**config.mk**
```make
export PLATFORM = sky130hd
export DESIGN_NAME = matrix_determinant_cofactor
export DESIGN_NICKNAME = d
export VERILOG_FILES = /design/src/sv/mdc_pkg.sv /design/src/sv/mdc_store.sv /design/src/sv/mdc_mult.sv /design/src/sv/matrix_determinant_cofactor.sv
export SDC_FILE = /design/constraint.sdc
export NUM_CORES = 2
export LEC_CHECK = 0
export BUFFER_PORTS_ARGS = -buffer_cell sky130_fd_sc_hd__buf_4
export CORE_MARGIN = 2
export CORE_UTILIZATION = 60
export CTS_CLUSTER_SIZE = 20
export DETAILED_ROUTE_END_ITERATION = 10
export PLACE_DENSITY = 0.81
export SLEW_MARGIN = 20
export SYNTH_ARGS = -nofsm -noshare
export SYNTH_HDL_FRONTEND = slang
export SYNTH_SLANG_ARGS = --single-unit
```
**constraint.sdc**
```tcl
create_clock -name clock -period 9.22 [get_ports clock]
set_input_delay 0.461 -clock clock [delete_from_list [all_inputs] [get_ports clock]]
set_output_delay 0.461 -clock clock [all_outputs]
set_load 0.05 [all_outputs]
```
**src/sv/mdc_pkg.sv**
```systemverilog
// Shared constants, types and permutation tables for the cofactor determinant block.
package mdc_pkg;

   localparam int MAX_DIM         = 4;
   localparam int MAX_PERMS       = 24;
   localparam int DIM_DEF         = 3;
   localparam int ELEM_BITS_DEF   = 16;
   localparam int IN_BITS         = 16;
   localparam int DET_BITS        = 64;
   localparam int STORE_ADDR_BITS = 4;
   // widest exact partial product that enters the multiplier: (MAX_DIM-1) entries
   localparam int MULT_A_BITS     = (MAX_DIM - 1) * IN_BITS;

   typedef logic [MAX_PERMS-1:0][MAX_DIM-1:0][1:0] perm_tab_type;
   typedef logic [MAX_PERMS-1:0]                   perm_sign_type;

   typedef enum logic [2:0] {
      S_IDLE = 3'b001,
      S_CALC = 3'b010,
      S_ACC  = 3'b100
   } state_type;

   typedef struct packed {
      logic                       en;
      logic [STORE_ADDR_BITS-1:0] addr;
      logic [IN_BITS-1:0]         data;
   } store_wr_type;

   function automatic int num_perms(input int dim);
      int n;
      n = 1;
      for (int i = 2; i <= dim; i++) n = n * i;
      return n;
   endfunction

   // true when the base-4 digits of t form a permutation of 0..dim-1
   function automatic logic is_perm(input logic [7:0] t, input int dim);
      logic ok;
      ok = 1'b1;
      for (int i = 0; i < MAX_DIM; i++) begin
         if (i < dim) begin
            if (int'(t[2*i +: 2]) >= dim) ok = 1'b0;
         end else if (t[2*i +: 2] != 2'd0) begin
            ok = 1'b0;
         end
      end
      for (int i = 0; i < MAX_DIM; i++)
         for (int j = i + 1; j < MAX_DIM; j++)
            if (j < dim && t[2*i +: 2] == t[2*j +: 2]) ok = 1'b0;
      return ok;
   endfunction

   // odd inversion count means a negative term
   function automatic logic perm_parity(input logic [7:0] t, input int dim);
      logic odd;
      odd = 1'b0;
      for (int i = 0; i < MAX_DIM; i++)
         for (int j = i + 1; j < MAX_DIM; j++)
            if (j < dim && t[2*i +: 2] > t[2*j +: 2]) odd = ~odd;
      return odd;
   endfunction

   function automatic perm_tab_type perm_tab(input int dim);
      perm_tab_type tab;
      int           n;
      logic [7:0]   t;
      tab = '0;
      n   = 0;
      for (int v = 0; v < 256; v++) begin
         t = v[7:0];
         if (is_perm(t, dim) && n < MAX_PERMS) begin
            for (int i = 0; i < MAX_DIM; i++) tab[n][i] = t[2*i +: 2];
            n++;
         end
      end
      return tab;
   endfunction

   function automatic perm_sign_type perm_signs(input int dim);
      perm_sign_type sg;
      int            n;
      logic [7:0]    t;
      sg = '0;
      n  = 0;
      for (int v = 0; v < 256; v++) begin
         t = v[7:0];
         if (is_perm(t, dim) && n < MAX_PERMS) begin
            sg[n] = perm_parity(t, dim);
            n++;
         end
      end
      return sg;
   endfunction

endpackage

```
**src/sv/mdc_store.sv**
```systemverilog
// Entry store: one write port from the input side, one read port for the sequencer.
module mdc_store
   import mdc_pkg::*;
#(
   parameter int CELLS     = DIM_DEF * DIM_DEF,
   parameter int ELEM_BITS = ELEM_BITS_DEF,
   parameter int IDX_W     = (CELLS > 1) ? $clog2(CELLS) : 1
) (
   input  logic                        clock,
   input  store_wr_type                wr,
   input  logic [IDX_W-1:0]            rd_addr,
   output logic signed [ELEM_BITS-1:0] rd_data
);

   logic [ELEM_BITS-1:0] mem_ff [CELLS];
   logic [ELEM_BITS-1:0] rd_data_ff;

   // keep only the low entry bits; a read of the cell being written returns the new entry
   always_ff @(posedge clock) begin
      if (wr.en) mem_ff[wr.addr[IDX_W-1:0]] <= wr.data[ELEM_BITS-1:0];
      if (wr.en && wr.addr[IDX_W-1:0] == rd_addr) begin
         rd_data_ff <= wr.data[ELEM_BITS-1:0];
      end else begin
         rd_data_ff <= mem_ff[rd_addr];
      end
   end

   assign rd_data = $signed(rd_data_ff);

endmodule

```
**src/sv/mdc_mult.sv**
```systemverilog
// Shared signed multiplier: partial product times one matrix entry.
module mdc_mult
   import mdc_pkg::*;
#(
   parameter int ELEM_BITS = ELEM_BITS_DEF
) (
   input  logic signed [MULT_A_BITS-1:0] a,
   input  logic signed [ELEM_BITS-1:0]   b,
   output logic signed [DET_BITS-1:0]    p
);

   logic signed [MULT_A_BITS+ELEM_BITS-1:0] full;

   assign full = a * b;
   // sign-extend narrow products up to the result width
   assign p    = DET_BITS'(full);

endmodule

```
**src/sv/matrix_determinant_cofactor.sv**
```systemverilog
// Top level: entry loading, permutation sequencer and determinant accumulation.
//
//   channel  | handshake            | payload
//   ---------+----------------------+-------------------------------
//   request  | start / busy         | req_element (16 b, signed)
//   response | rsp_valid (strobe)   | rsp_determinant (64 b, signed)
//
// Each item that does not complete a matrix is taken without raising busy.
// The item that completes a matrix raises busy for the whole term sweep:
// the single multiplier builds one product factor per cycle for each signed
// permutation term, and then an accumulate step adds the term into the sum.
// The result strobes for one cycle, in the same cycle that busy drops; the
// receiver cannot stall it. Reset clears the entry count and the sequencer;
// store contents are left as they are.
module matrix_determinant_cofactor
   import mdc_pkg::*;
#(
   parameter int DIM       = DIM_DEF,
   parameter int ELEM_BITS = ELEM_BITS_DEF
) (
   input  logic                       clock,
   input  logic                       reset,
   input  logic                       start,
   output logic                       busy,
   input  logic signed [IN_BITS-1:0]  req_element,
   output logic                       rsp_valid,
   output logic signed [DET_BITS-1:0] rsp_determinant
);

   localparam int            CELLS  = DIM * DIM;
   localparam int            IDX_W  = (CELLS > 1) ? $clog2(CELLS) : 1;
   localparam int            COL_W  = (DIM > 1) ? $clog2(DIM) : 1;
   localparam int            NPERMS = num_perms(DIM);
   localparam int            PERM_W = (NPERMS > 1) ? $clog2(NPERMS) : 1;
   localparam perm_tab_type  PERMS  = perm_tab(DIM);
   localparam perm_sign_type SIGNS  = perm_signs(DIM);

   localparam logic [IDX_W-1:0]  LAST_CELL = IDX_W'(CELLS - 1);
   localparam logic [COL_W-1:0]  LAST_COL  = COL_W'(DIM - 1);
   localparam logic [PERM_W-1:0] LAST_PERM = PERM_W'(NPERMS - 1);

   state_type                   state_ff, state_in;
   logic [IDX_W-1:0]            count_ff, count_in;
   logic [COL_W-1:0]            col_ff, col_in;
   logic [PERM_W-1:0]           perm_ff, perm_in;
   logic signed [DET_BITS-1:0]  prod_ff, prod_in;
   logic signed [DET_BITS-1:0]  acc_ff, acc_in;
   logic                        rsp_valid_ff, rsp_valid_in;
   logic signed [DET_BITS-1:0]  rsp_det_ff, rsp_det_in;

   store_wr_type                wr;
   logic [IDX_W-1:0]            rd_addr;
   logic [COL_W-1:0]            rd_col;
   logic signed [ELEM_BITS-1:0] rd_data;
   logic signed [MULT_A_BITS-1:0] mult_a;
   logic signed [DET_BITS-1:0]  mult_p;
   logic signed [DET_BITS-1:0]  acc_sum;

   // the store read is registered: address the entry for the next step, so it
   // lands as row col_ff, column from the current permutation
   assign rd_col  = COL_W'(PERMS[perm_in][col_in]);
   assign rd_addr = IDX_W'(col_in) * IDX_W'(DIM) + IDX_W'(rd_col);

   mdc_store #(
      .CELLS     (CELLS),
      .ELEM_BITS (ELEM_BITS),
      .IDX_W     (IDX_W)
   ) u_store (
      .clock   (clock),
      .wr      (wr),
      .rd_addr (rd_addr),
      .rd_data (rd_data)
   );

   // first factor of a term multiplies by one, later ones by the partial product
   assign mult_a = (col_ff == '0) ? MULT_A_BITS'(1) : prod_ff[MULT_A_BITS-1:0];

   mdc_mult #(
      .ELEM_BITS (ELEM_BITS)
   ) u_mult (
      .a (mult_a),
      .b (rd_data),
      .p (mult_p)
   );

   assign acc_sum = SIGNS[perm_ff] ? (acc_ff - prod_ff) : (acc_ff + prod_ff);

   always_comb begin
      state_in     = state_ff;
      count_in     = count_ff;
      col_in       = col_ff;
      perm_in      = perm_ff;
      prod_in      = prod_ff;
      acc_in       = acc_ff;
      rsp_valid_in = 1'b0;
      rsp_det_in   = rsp_det_ff;
      wr.en        = 1'b0;
      wr.addr      = STORE_ADDR_BITS'(count_ff);
      wr.data      = req_element;
      unique case (state_ff)
         S_IDLE: begin
            if (start) begin
               wr.en = 1'b1;
               if (count_ff == LAST_CELL) begin
                  // matrix complete: start the term sweep
                  count_in = '0;
                  col_in   = '0;
                  perm_in  = '0;
                  acc_in   = '0;
                  state_in = S_CALC;
               end else begin
                  count_in = count_ff + IDX_W'(1);
               end
            end
         end
         S_CALC: begin
            prod_in = mult_p;
            if (col_ff == LAST_COL) begin
               state_in = S_ACC;
            end else begin
               col_in = col_ff + COL_W'(1);
            end
         end
         S_ACC: begin
            acc_in = acc_sum;
            col_in = '0;
            if (perm_ff == LAST_PERM) begin
               rsp_valid_in = 1'b1;
               rsp_det_in   = acc_sum;
               state_in     = S_IDLE;
            end else begin
               perm_in  = perm_ff + PERM_W'(1);
               state_in = S_CALC;
            end
         end
         default: begin
            state_in = S_IDLE;
         end
      endcase
   end

   always_ff @(posedge clock) begin
      if (reset) begin
         state_ff     <= S_IDLE;
         count_ff     <= '0;
         col_ff       <= '0;
         perm_ff      <= '0;
         rsp_valid_ff <= 1'b0;
      end else begin
         state_ff     <= state_in;
         count_ff     <= count_in;
         col_ff       <= col_in;
         perm_ff      <= perm_in;
         rsp_valid_ff <= rsp_valid_in;
      end
      prod_ff    <= prod_in;
      acc_ff     <= acc_in;
      rsp_det_ff <= rsp_det_in;
   end

   assign busy            = (state_ff != S_IDLE);
   assign rsp_valid       = rsp_valid_ff;
   assign rsp_determinant = rsp_det_ff;

`ifndef SYNTHESIS
   a_rsp_after_acc: assert property (@(posedge clock) disable iff (reset)
      rsp_valid |-> $past(state_ff == S_ACC))
      else $error("result strobe without a final accumulate");

   a_rsp_single: assert property (@(posedge clock) disable iff (reset)
      rsp_valid |=> !rsp_valid)
      else $error("result strobe held longer than one cycle");

   a_last_entry_starts: assert property (@(posedge clock) disable iff (reset)
      (start && !busy && count_ff == LAST_CELL) |=> (state_ff == S_CALC && col_ff == '0))
      else $error("completed matrix did not start the term sweep");

   a_count_idle_busy: assert property (@(posedge clock) disable iff (reset)
      busy |-> (count_ff == '0 && !rsp_valid))
      else $error("entry count or result active during the sweep");
`endif

endmodule

```
==> metrics.csv <==
metric,value,unit
H-tree lvl count,2,
CP arrival,9.07,ns
Clock transition at path regs,0.07,ns
clock latency on the worst-skew pair,0.59,ns
initial antenna violation count,2,
Power Density,76.8,nW/um^2
fin. max-slew vios,0,
share of the synthesized area in the top cell type,32.7,%
most frequent cells after synthesis,"882 x inv_1, 713 x fa_1, 571 x nand2_1",
switching pwr,0.803,mW
Num CTS Buffers,40,
slowest CP cell,o21ai_2,
Sink Count,354,
Mapped Nets,5480,
fin crit period,8.73,ns
Setup Crit Path Kind,reg -> reg,
Area growth syn-to-layout,7.76,%
cells after synthesis,4526,
worst-path maximum fanout,18,
Clock Tree Buf Depth,3,
Hold Worst Slack,0.108,ns
initial core utilization,60.8,%
hpwl dp,89.7,mm
Tcrit/Tclk final,94.7,%
DIE AREA,75000,um^2
Hold Path Sink,u_store.mem_ff[5][6]$_DFFE_PP_,
R2R setup slack,0.49,ns
first-pass GRT wire length,179,mm
Clock power frac,48.0,%
ANT nets after route,0,
proportion of layout cells with a drive suffix above 1,7.18,%
most frequent CP cell,fa_1,
clock skew,0.0212,ns
CTS tree,yes,
Detailed Routing Iterations Pass 1,6,
crit end category,flip-flop,
GRT overflow,0,
Multi-input gate area,29300,um^2
headroom to the max-slew limit,23.7,%
Port Buf Inserts,84,
CP required,9.56,ns
fmax,115,MHz
mean post-synth cell area,9.66,um^2
setup TNS,0,ns
Pint,2.81,mW
Worst Hold Class,in -> reg,
FF-to-FF End,prod_ff[57]$_DFFE_PN_,
ANT cells,0,
Vias/cell,5.86,
DP Cell Count,5447,
Layout fillers,5510,
die span in y,274,um
Main synth FF type,edfxtp_1,
count of final hold-check violations,0,
Post-CTS Setup Inserts,0,
largest net degree at the start of global routing,68,
Peak VDD IR,0.190,mV
I/O pin total,85,
fin nets,5493,
Leakage,21.2,nW
DR WL/cell,20.6,um
Placer Congestion,0.977,
asr flop ratio synth,0,%
switching portion of total power,22.2,%
CTS Root Cell,clkbuf_16,
status,completed,
synthesis-stage register bit count,354,
Rows,98,
setup violators final,0,
sequential area share after synthesis,23.9,%
combinational share of power,3.3,%
DR iter-0 viols,2934,
# DRC,0,
reg2reg path depth,26,
Vias,32400,
Resized cells post-CTS,0,
CP Launch Type,flip-flop,
worst hold stages,1,
top-count cell post-synth,inv_1,
Synth cell types,76,
"EDFF count, synth",336,
CP bufs+invs,5,
Die W,274,um
yosys warns,0,
RSZ-0062 raised after global routing,false,
largest area contributor in the netlist,fa_1,
"Hold-fix buffers, CTS",0,
actual slew at the worst max-slew pin,1.14,ns
HP Start,req_element[6],
Synth Cell Area,43700,um^2
GRT Util Overall,31.0,%
sequential power share,48.7,%
max incr delay on CP,0.70,ns
vias in the first global route,33400,
Non-Filler Instances,5521,
max-cap violations,0,
Synth area leaders,"fa_1 33%, edfxtp_1 23%, inv_1 7.6%, ha_1 6.4%, nand2_1 4.9%",
Seq. cell area,10500,um^2
Core Footprint,71900,um^2
final wirelength,114,mm
CP top delay family,compound AO/OA/AOI/OAI gates,
==> power by group through the flow <==
stage | registers (mW) | logic (mW) | clock network (mW)
2_1_floorplan | 1.79 | 0.0668 | 0
3_3_place_gp | 1.80 | 0.113 | 0
3_5_place_dp | 1.80 | 0.115 | 0
4_1_cts | 1.76 | 0.117 | 1.75
5_1_grt | 1.76 | 0.128 | 1.81
6_report | 1.76 | 0.119 | 1.74
==> stage by stage <==
stage	power, mW	setup WS (ns)	utilization, %	cell area, um^2
2_1_floorplan	1.86	1.18	-	43700
3_3_place_gp	1.91	0.748	63.6	45700
3_5_place_dp	1.91	0.605	63.6	45700
4_1_cts	3.63	0.564	65.5	47100
5_1_grt	3.70	0.0850	65.6	47100
6_report	3.62	0.490	65.6	47100
==> how the worst max path moves through the flow <==
stage	from	to	depth (start not counted)
3_5_place_dp	flip-flop	prod_ff[62]$_DFFE_PN_	24
5_1_grt	flip-flop	prod_ff[57]$_DFFE_PN_	26
4_1_cts	flip-flop	prod_ff[62]$_DFFE_PN_	24
2_1_floorplan	flip-flop	prod_ff[57]$_DFFE_PN_	29
6_report	flip-flop	prod_ff[57]$_DFFE_PN_	26
3_3_place_gp	flip-flop	prod_ff[62]$_DFFE_PN_	24
==> cell type report <==
class / instances / area share [%]
clock buffers: 47 / 2.18
clock inverters: 27 / 0.826
flip-flops and latches: 354 / 22.2
multi-input cells: 3071 / 62.2
well taps: 950 / 2.52
inverters: 882 / 7.03
repair buffers: 190 / 3.03
==> layout by cell type, fill, tap and decap left out, drive strengths merged, types with 7 or more instances in the layout <==
master  instances
nand2b         83
o21ai         102
mux4           32
mux2i          18
clkbuf         47
or3            11
nor4           13
inv           887
nand3          17
and3           15
fa            713
nor2          377
and2          128
xor2           48
nand2         571
xnor2         144
a211oi         17
clkinv         12
nand4          43
nor3           32
o21bai         26
o211ai          7
dfxtp          18
buf           190
edfxtp        336
o21a           23
a21o           57
a21oi         196
ha            222
bufinv          7
a31oi          25
nor2b          63
==> cell families after synthesis <==
family | after synthesis | synth area share, %
adders and majority gates | 935 | 39.0
AOI/OAI and AO/OA | 519 | 7.37
xor gates and xnor gates | 192 | 3.86
DFF | 354 | 23.9
muxes | 50 | 2.06
and+or+nand+nor | 1375 | 14.3
buffers and inverters | 1101 | 9.48
==> flip-flops by register name, summed over array words and instances (netlist names), named ones only <==
register	flops
u_store.mem_ff	144
acc_ff	64
prod_ff	64
rsp_determinant	64
count_ff	4
perm_ff	3
state_ff	3
col_ff	2
rsp_valid	1
==> layer usage <==
metal  GRT usage, %  share of wire, %  up-vias
met5              0             0.015        -
met4           16.6               6.0        4
met3           5.18               8.8      423
met2           51.7                49     1657
met1           38.9                37    16100
li1               -                 -    14200
Note: power is estimated with default switching activity, not from simulation.
